File: src/rtl/bsag_pkg.sv
package bsag_pkg;

  localparam int FRAC_BITS    = 16;
  localparam int STABLE_COUNT = 10;
  localparam int FW           = FRAC_BITS + 16;

  localparam logic [15:0] MIN_DI_CA = 16'd200;
  localparam logic [15:0] MIN_DV_CV = 16'd40;
  localparam logic [31:0] RC_IMP_STABLE_US = 32'd1200000;
  localparam logic [31:0] RC_IMP_LEARN_US  = 32'd500000;
  localparam logic [31:0] RC_SAG_FALL_US   = 32'd40000000;
  localparam logic [31:0] RC_SAG_RISE_US   = 32'd500000000;
  localparam logic [9:0]  WEIGHT_RESET     = 10'd256;

  // floor(x / 1000) == (x * RECIP_1000) >> RECIP_SHIFT for any 32-bit x
  localparam logic [31:0] RECIP_1000  = 32'd2199023256;
  localparam int          RECIP_SHIFT = 41;

  localparam int DIV_W = 64;

  typedef struct packed {
    logic [15:0] voltage_cv;
    logic [15:0] current_ca;
    logic [15:0] full_voltage_cv;
    logic [15:0] delta_time_us;
    logic        sample_tick;
  } bsag_in_t;

  typedef struct packed {
    logic [15:0]        compensated_cv;
    logic [15:0]        impedance_mohm;
    logic signed [15:0] factor_q12;
    logic               div_fault;
  } bsag_out_t;

  typedef struct packed {
    logic             start;
    logic [DIV_W-1:0] num;
    logic [DIV_W-1:0] den;
  } bsag_div_req_t;

  typedef struct packed {
    logic             done;
    logic [DIV_W-1:0] quot;
  } bsag_div_rsp_t;

endpackage

File: src/rtl/bsag_div.sv
module bsag_div
  import bsag_pkg::*;
(
  input  logic          clk,
  input  logic          rst_n,
  input  bsag_div_req_t req,
  output bsag_div_rsp_t rsp
);

  logic [DIV_W-1:0]         q_r, q_nxt;
  logic [DIV_W-1:0]         rem_r, rem_nxt;
  logic [DIV_W-1:0]         den_r, den_nxt;
  logic [$clog2(DIV_W):0]   cnt_r, cnt_nxt;
  logic                     busy_r, busy_nxt;
  logic                     done_r, done_nxt;
  logic [DIV_W:0]           trial;

  always_comb begin
    q_nxt    = q_r;
    rem_nxt  = rem_r;
    den_nxt  = den_r;
    cnt_nxt  = cnt_r;
    busy_nxt = busy_r;
    done_nxt = 1'b0;
    trial    = '0;
    if (req.start) begin
      q_nxt    = req.num;
      rem_nxt  = '0;
      den_nxt  = req.den;
      cnt_nxt  = '0;
      busy_nxt = 1'b1;
    end else if (busy_r) begin
      trial = {rem_r, q_r[DIV_W-1]} - {1'b0, den_r};
      if (!trial[DIV_W]) begin
        rem_nxt = trial[DIV_W-1:0];
        q_nxt   = {q_r[DIV_W-2:0], 1'b1};
      end else begin
        rem_nxt = {rem_r[DIV_W-2:0], q_r[DIV_W-1]};
        q_nxt   = {q_r[DIV_W-2:0], 1'b0};
      end
      cnt_nxt = cnt_r + 1'b1;
      if (cnt_r == ($clog2(DIV_W)+1)'(DIV_W - 1)) begin
        busy_nxt = 1'b0;
        done_nxt = 1'b1;
      end
    end
  end

  always_ff @(posedge clk) begin
    if (!rst_n) begin
      busy_r <= 1'b0;
      done_r <= 1'b0;
      cnt_r  <= '0;
    end else begin
      busy_r <= busy_nxt;
      done_r <= done_nxt;
      cnt_r  <= cnt_nxt;
    end
    q_r   <= q_nxt;
    rem_r <= rem_nxt;
    den_r <= den_nxt;
  end

  assign rsp.done = done_r;
  assign rsp.quot = q_r;

endmodule

File: src/rtl/battery_sag_throttle_compensation.sv
// Battery sag compensation: each beat takes one measurement and returns one result beat
// with the compensated voltage, published impedance and a Q4.12 throttle factor. The
// impedance quotient, both filter steps and the factor share one restoring divider, and
// the sequencer waits on each quotient in turn. The load drop over 1000 uses a reciprocal
// multiply. An unknown full voltage skips all impedance and sag filter steps, a beat
// without an impedance sample skips the impedance quotient, and a sample that loads an
// empty filter skips the impedance filter step; a zero compensated voltage skips the
// factor quotient. in_stall is high from acceptance until the result is presented,
// and longer while that result waits behind an earlier one still held by out_stall.
module battery_sag_throttle_compensation
  import bsag_pkg::*;
(
  input  logic      clk,
  input  logic      rst_n,
  input  logic      in_valid,
  output logic      in_stall,
  input  bsag_in_t  in_data,
  output logic      out_valid,
  input  logic      out_stall,
  output bsag_out_t out_data,
  input  logic      cfg_we,
  input  logic [9:0] cfg_data
);

  typedef enum logic [10:0] {
    ST_IDLE  = 11'b00000000001,
    ST_PREP  = 11'b00000000010,
    ST_ZDIV  = 11'b00000000100,
    ST_IMPF  = 11'b00000001000,
    ST_IMPW  = 11'b00000010000,
    ST_SAGD  = 11'b00000100000,
    ST_SAGM  = 11'b00001000000,
    ST_SAGF  = 11'b00010000000,
    ST_SAGW  = 11'b00100000000,
    ST_FACD  = 11'b01000000000,
    ST_OUT   = 11'b10000000000
  } state_t;

  state_t st_r, st_prev_r;

  logic [9:0]  weight_r;
  logic [15:0] prev_v_r, prev_i_r;
  logic [3:0]  cnt_r;
  logic [FW-1:0] imp_f_r, sag_f_r;
  logic [15:0] pub_r, comp_r;
  bsag_in_t    it_r;
  bsag_out_t   res_r;
  logic        outv_r;
  logic        neg_r;
  logic [FW-1:0] samp_r;
  logic [31:0] rc_r;
  logic [31:0] zi_r;
  logic [63-RECIP_SHIFT:0] kq_r;
  logic signed [15:0] fac_r;
  logic        flt_r;

  bsag_div_req_t dreq;
  bsag_div_rsp_t drsp;

  bsag_div u_div (.clk(clk), .rst_n(rst_n), .req(dreq), .rsp(drsp));

  logic signed [16:0] di, dv;
  logic        take;
  logic [15:0] z_sat;
  logic [3:0]  cnt_inc;
  logic [63:0] kprod;
  logic [23:0] sag_sum;
  logic [15:0] sag_cl;
  logic [FW-1:0] sagq;
  logic signed [17:0] fdiff;
  logic [16:0] fmag;
  logic [31:0] fnum;
  logic signed [31:0] fac;
  logic [FW-1:0] cur_f;
  logic [FW-1:0] new_f;
  logic [FW-1:0] absd;

  function automatic logic [15:0] to_sat(input logic [FW-1:0] q);
    logic [FW:0] r;
    r = ({1'b0, q} + (FW+1)'(1 << (FRAC_BITS-1))) >> FRAC_BITS;
    to_sat = (r > (FW+1)'(65535)) ? 16'hFFFF : r[15:0];
  endfunction

  assign di = $signed({1'b0, it_r.current_ca}) - $signed({1'b0, prev_i_r});
  assign dv = $signed({1'b0, prev_v_r}) - $signed({1'b0, it_r.voltage_cv});
  assign take = !it_r.sample_tick && (di >= $signed({1'b0, MIN_DI_CA}))
                && (dv >= $signed({1'b0, MIN_DV_CV}));
  assign z_sat = (drsp.quot > 64'd65535) ? 16'hFFFF : drsp.quot[15:0];
  assign cnt_inc = (cnt_r <= 4'(STABLE_COUNT)) ? cnt_r + 4'd1 : cnt_r;

  assign kprod   = zi_r * RECIP_1000;
  assign sag_sum = 24'(it_r.voltage_cv) + 24'(kq_r);
  assign sag_cl  = (sag_sum > 24'(it_r.full_voltage_cv)) ? it_r.full_voltage_cv
                                                         : sag_sum[15:0];
  assign sagq    = FW'(sag_cl) << FRAC_BITS;

  assign fdiff = $signed({2'b0, it_r.full_voltage_cv}) - $signed({2'b0, comp_r});
  assign fmag  = fdiff[17] ? 17'(-fdiff) : 17'(fdiff);
  assign fnum  = 32'(fmag) * 32'(weight_r) * 32'd16;
  assign fac   = 32'sd4096 + (fdiff[17] ? -$signed({1'b0, drsp.quot[30:0]})
                                        : $signed({1'b0, drsp.quot[30:0]}));

  assign cur_f = st_r == ST_IMPW ? imp_f_r : sag_f_r;
  assign new_f = neg_r ? cur_f - drsp.quot[FW-1:0] : cur_f + drsp.quot[FW-1:0];
  assign absd  = neg_r ? cur_f - samp_r : samp_r - cur_f;

  // sequencer
  always_ff @(posedge clk) begin
    if (!rst_n) begin
      st_r     <= ST_IDLE;
      weight_r <= WEIGHT_RESET;
      prev_v_r <= '0;
      prev_i_r <= '0;
      cnt_r    <= '0;
      imp_f_r  <= '0;
      sag_f_r  <= '0;
      pub_r    <= '0;
      comp_r   <= '0;
      outv_r   <= 1'b0;
    end else begin
      if (cfg_we) weight_r <= cfg_data;
      if (outv_r && !out_stall) outv_r <= 1'b0;
      unique case (st_r)
        ST_IDLE: begin
          if (in_valid && !in_stall) begin
            it_r <= in_data;
            st_r <= ST_PREP;
          end
        end
        ST_PREP: begin
          if (it_r.full_voltage_cv == '0) begin
            sag_f_r <= FW'(it_r.voltage_cv) << FRAC_BITS;
            comp_r  <= it_r.voltage_cv;
            imp_f_r <= '0;
            st_r    <= ST_FACD;
          end else if (it_r.sample_tick) begin
            prev_i_r <= it_r.current_ca;
            prev_v_r <= it_r.voltage_cv;
            st_r     <= ST_SAGD;
          end else if (take) begin
            st_r <= ST_ZDIV;
          end else begin
            st_r <= ST_SAGD;
          end
        end
        ST_ZDIV: begin
          if (drsp.done) begin
            cnt_r <= cnt_inc;
            if (imp_f_r == '0) begin
              imp_f_r <= FW'(z_sat) << FRAC_BITS;
              if (cnt_inc > 4'(STABLE_COUNT)) pub_r <= to_sat(FW'(z_sat) << FRAC_BITS);
              st_r <= ST_SAGD;
            end else begin
              samp_r <= FW'(z_sat) << FRAC_BITS;
              rc_r   <= (cnt_inc > 4'(STABLE_COUNT)) ? RC_IMP_STABLE_US : RC_IMP_LEARN_US;
              st_r   <= ST_IMPF;
            end
          end
        end
        ST_IMPF: begin
          neg_r <= samp_r < imp_f_r;
          st_r  <= ST_IMPW;
        end
        ST_IMPW: begin
          if (drsp.done) begin
            imp_f_r <= new_f;
            if (cnt_r > 4'(STABLE_COUNT)) pub_r <= to_sat(new_f);
            st_r <= ST_SAGD;
          end
        end
        ST_SAGD: begin
          zi_r <= 32'(pub_r) * 32'(it_r.current_ca);
          st_r <= ST_SAGM;
        end
        ST_SAGM: begin
          kq_r <= kprod[63:RECIP_SHIFT];
          st_r <= ST_SAGF;
        end
        ST_SAGF: begin
          samp_r <= sagq;
          rc_r   <= (sagq < sag_f_r) ? RC_SAG_FALL_US : RC_SAG_RISE_US;
          neg_r  <= sagq < sag_f_r;
          st_r   <= ST_SAGW;
        end
        ST_SAGW: begin
          if (drsp.done) begin
            sag_f_r <= new_f;
            comp_r  <= to_sat(new_f);
            st_r    <= ST_FACD;
          end
        end
        ST_FACD: begin
          if (comp_r == '0) begin
            flt_r <= 1'b1;
            if (weight_r == '0) fac_r <= 16'sd4096;
            else if (it_r.full_voltage_cv == '0)
              fac_r <= 16'(32'sd4096 - 32'(weight_r) * 32'sd16);
            else fac_r <= 16'sd32767;
            st_r <= ST_OUT;
          end else if (drsp.done) begin
            flt_r <= 1'b0;
            if (fac > 32'sd32767) fac_r <= 16'sd32767;
            else if (fac < -32'sd32768) fac_r <= -16'sd32768;
            else fac_r <= fac[15:0];
            st_r <= ST_OUT;
          end
        end
        ST_OUT: begin
          if (!outv_r) begin
            res_r.compensated_cv <= comp_r;
            res_r.impedance_mohm <= pub_r;
            res_r.factor_q12     <= fac_r;
            res_r.div_fault      <= flt_r;
            outv_r <= 1'b1;
            st_r   <= ST_IDLE;
          end
        end
        default: st_r <= ST_IDLE;
      endcase
    end
  end

  // divider requests, issued on entry to each waiting state (ST_FACD only when comp_r is nonzero)
  always_ff @(posedge clk) begin
    if (!rst_n) st_prev_r <= ST_IDLE;
    else st_prev_r <= st_r;
  end

  always_comb begin
    dreq = '0;
    if (st_r != st_prev_r) begin
      unique case (st_r)
        ST_ZDIV: begin
          dreq.start = 1'b1;
          dreq.num   = 64'(dv) * 64'd1000;
          dreq.den   = 64'(di);
        end
        ST_IMPW, ST_SAGW: begin
          dreq.start = 1'b1;
          dreq.num   = 64'(absd) * 64'(it_r.delta_time_us);
          dreq.den   = 64'(rc_r) + 64'(it_r.delta_time_us);
        end
        ST_FACD: begin
          dreq.start = comp_r != '0;
          dreq.num   = 64'(fnum);
          dreq.den   = 64'(comp_r);
        end
        default: dreq = '0;
      endcase
    end
  end

  assign in_stall  = st_r != ST_IDLE;
  assign out_valid = outv_r;
  assign out_data  = res_r;

endmodule

File: config.mk
export PLATFORM = sky130hd
export DESIGN_NAME = battery_sag_throttle_compensation
export DESIGN_NICKNAME = d
export VERILOG_FILES = /design/src/rtl/bsag_pkg.sv /design/src/rtl/bsag_div.sv /design/src/rtl/battery_sag_throttle_compensation.sv
export SDC_FILE = /design/constraint.sdc
export NUM_CORES = 2
export LEC_CHECK = 0
export ABC_CLOCK_PERIOD_IN_PS = 14600
export BUFFER_PORTS_ARGS = -buffer_cell sky130_fd_sc_hd__buf_2
export CORE_ASPECT_RATIO = 0.6
export CORE_UTILIZATION = 51
export DETAILED_ROUTE_END_ITERATION = 16
export GPL_TIMING_DRIVEN = 1
export PLACE_DENSITY_LB_ADDON = 0.08
export SYNTH_ARGS = -nofsm -noshare
export SYNTH_HDL_FRONTEND = slang
export SYNTH_SLANG_ARGS = --single-unit
File: constraint.sdc
create_clock -name clk -period 14.6 [get_ports clk]
set_input_delay 1.46 -clock clk [delete_from_list [all_inputs] [get_ports clk]]
set_output_delay 1.46 -clock clk [all_outputs]
set_load 0.005 [all_outputs]
==> results.json <==
{
  "finalCritPeriodShare_pct": 84.9,
  "vias": 65900,
  "cts_hold_buf": 0,
  "endpoint_kind": "flop",
  "critPathLaunchType": "flop",
  "total_power_w": 0.00778,
  "die_h_um": 313,
  "drv_cap": 2,
  "port-buffer-count": 130,
  "synth_area_leaders": "fa_1 (27%), ha_1 (15%), edfxtp_1 (11%)",
  "whs_ps": 418,
  "synth_edf_count": 309,
  "hold_path_class": "flop to flop",
  "hold_end": "out_data[16]",
  "yosysTopAreaCell": "fa_1",
  "hold_depth": 0,
  "maxSlewViolCount": 1,
  "cts_sinks": 547,
  "hold_viol": 0,
  "hpwl_um": 213000,
  "fin_nets": 11400,
  "ant_nets": 0,
  "peakVddDrop_v": 0.000313,
  "worstReg2RegStart": "st_r[0]",
  "post_cts_buffers": 0,
  "r2r_end": "u_div.q_r[46]",
  "synth_area_mm2": 0.0822,
  "synthToLayoutAreaGrowth_pct": 6.75,
  "fp-row-count": 113,
  "die_area_mm2": 0.163,
  "arrival_ps": 12850,
  "pin_count": 131,
  "syn_inst": 9245,
  "h-tree-depth": 3,
  "cpMaxStageDelayCell": "nand4_1",
  "cellPowerDensity_mw_per_mm2": 88.6,
  "clock_latency_ps": 730,
  "fmax_mhz": 80.7,
  "synth.top_cell.area_share_pct": 26.7,
  "ys_warn_count": 0,
  "final_cell_area_mm2": 0.0877,
  "nFillCells": 14700,
  "syn-num-nets": 11400,
  "status": "finished, violations left",
  "worst-path-max-fanout": 17,
  "numCtsBuffers": 67,
  "critPathKind": "flop to flop",
  "dr.pass1.iters": 10,
  "synth_flop_cell": "edfxtp_1",
  "cts_root_buf": "clkbuf_16",
  "core_mm2": 0.159,
  "max_slew.worst_pin.slew_ps": 1490,
  "grt_overflow": 0,
  "initial_utilization_pct": 51.7,
  "yosys_register_bits": 547,
  "clk_pin_slew_worst_paths_ps": 70,
  "setup_viol": 0,
  "drt_iter0_markers": 7170,
  "grt_start_max_net_pins": 108,
  "grt_pass1_vias": 65300,
  "r2r_slack_ps": 2210,
  "synth_seq_area_share_pct": 17.1,
  "mostFrequentLayoutCells": "inv_1 (1672), fa_1 (1096), nand2_1 (1023), ha_1 (985), a21oi_1 (496)",
  "required_ps": 15060,
  "placed_cell_area_mm2": 0.0855,
  "slew_headroom_pct": -0.234,
  "slowest_delay_ps": 830,
  "cts_tree": "yes",
  "synthDistinctLibCells": 104,
  "antenna_found_initial": 16,
  "hold_path.startpoint": "fac_r[15]",
  "routedWlPerCell_um": 23.6,
  "track_usage_pct": 33.7,
  "place_congestion": 1.01,
  "clock_skew_ps": 66.5,
  "period_needed_ps": 12390,
  "clockBufferDepth": 3,
  "cp_common_cell": "a21o_1",
  "die_w_um": 520,
  "fin_tns_setup_ps": 0,
  "synth.avg_cell_area_um2": 8.89,
  "wl_um": 270000,
  "p_leak_nw": 41.8,
  "drive_gt1_share_pct": 5.70,
  "reg2regPathDepth": 43,
  "violations": "max-capacitance violations, max-slew violations",
  "rsz0062_at_grt": "no",
  "drc": 0,
  "grt_first_pass_wirelength_um": 413000,
  "via_per_inst": 5.76,
  "final_common_cell": "inv_1",
  "ys_async_sr_fraction_pct": 0,
  "post_cts_resized": 0
}
-- critical path, delay by kind of cell (launching register included) --
kind	cells	cell delay (ps)
XOR/XNOR	2	260
multiplexers	1	750
flip-flops	1	390
buffers and inverters	6	640
AND/OR/NAND/NOR	9	3030
AO/OA/AOI/OAI	16	3090
adder cells (fa/ha/maj)	9	3960
-- cell families after synthesis --
group,share of synthesized area [%]
AND/OR/NAND/NOR,15.0
multiplexers,0.903
XOR/XNOR,4.41
buffers and inverters,9.35
adder cells (fa/ha/maj),41.7
AO/OA/AOI/OAI,11.5
flip-flops,17.1
-- worst max-delay path by stage --
stage | start | endpoint | depth (start not counted)
CTS | st_r[0] | u_div.q_r[46] | 43
finish | st_r[0] | u_div.q_r[46] | 43
global route | st_r[0] | u_div.q_r[46] | 46
floorplan | st_r[5] | u_div.q_r[46] | 47
detailed placement | st_r[0] | u_div.q_r[46] | 43
global placement | st_r[0] | u_div.q_r[46] | 43
-- metrics by stage --
step / setup slack (ps) / instances / utilization, %
6_report: 2210 / 11400 / 55.2
5_1_grt: 1650 / 11400 / 55.2
4_1_cts: 2420 / 11400 / 55.2
3_5_place_dp: 2490 / 11300 / 53.7
3_3_place_gp: 2500 / 11300 / 53.7
2_1_floorplan: 3280 / 9245 / -
-- final cells by class --
cell class | count | area, µm² | share of cell area [%]
Multi-Input combinational cell | 6663 | 60600 | 69.1
Sequential cell | 547 | 14000 | 16.0
Inverter | 1677 | 6300 | 7.18
Tap cell | 2127 | 2660 | 3.03
Timing Repair Buffer | 290 | 1860 | 2.12
Clock buffer | 83 | 1830 | 2.08
Clock inverter | 41 | 419 | 0.478
Antenna cell | 6 | 15.0 | 0.0171
-- power by group --
group          switching (W)  internal [W]  total (W)  leakage, nW
Combinational        0.00263       0.00159    0.00422         36.1
Sequential         0.0000762       0.00167    0.00175         4.62
Clock               0.000838      0.000970    0.00181         1.09
-- metal layers --
metal  wire (µm)  vias up  track usage (%)
li1            -    30000                -
met1      134000    32500             54.7
met2       95200     3110             41.7
met3       36200      249             12.3
met4        4250        4             5.62
met5          34        -                0
-- cells in the mapped netlist (all sizes together) (39+ instances only) --
| master | instances |
|---|---|
| ha | 985 |
| nor4 | 56 |
| o21ai | 361 |
| or3 | 63 |
| fa | 1096 |
| nand2 | 1025 |
| nor2b | 80 |
| dfxtp | 238 |
| a21oi | 499 |
| clkbuf | 319 |
| nor2 | 491 |
| a21o | 160 |
| and2 | 377 |
| nand4 | 55 |
| nand3 | 98 |
| nor3 | 118 |
| nand2b | 69 |
| mux2i | 46 |
| buf | 39 |
| xor2 | 118 |
| edfxtp | 309 |
| a31oi | 72 |
| o21a | 65 |
| inv | 1675 |
| xnor2 | 293 |
-- state kept, by name, indices dropped and copies added, names as in the netlist, 4 cells and up --
signal       cells
prev_i_r        16
sag_f_r         32
fac_r           16
imp_f_r         32
cnt_r            4
kq_r            23
u_div.q_r       64
it_r            65
u_div.den_r     31
weight_r        10
prev_v_r        16
u_div.cnt_r      7
pub_r           16
zi_r            32
u_div.rem_r     64
samp_r          16
st_prev_r       11
rc_r            11
st_r            11
comp_r          16
out_data        49
(Power assumes the default switching activity.)
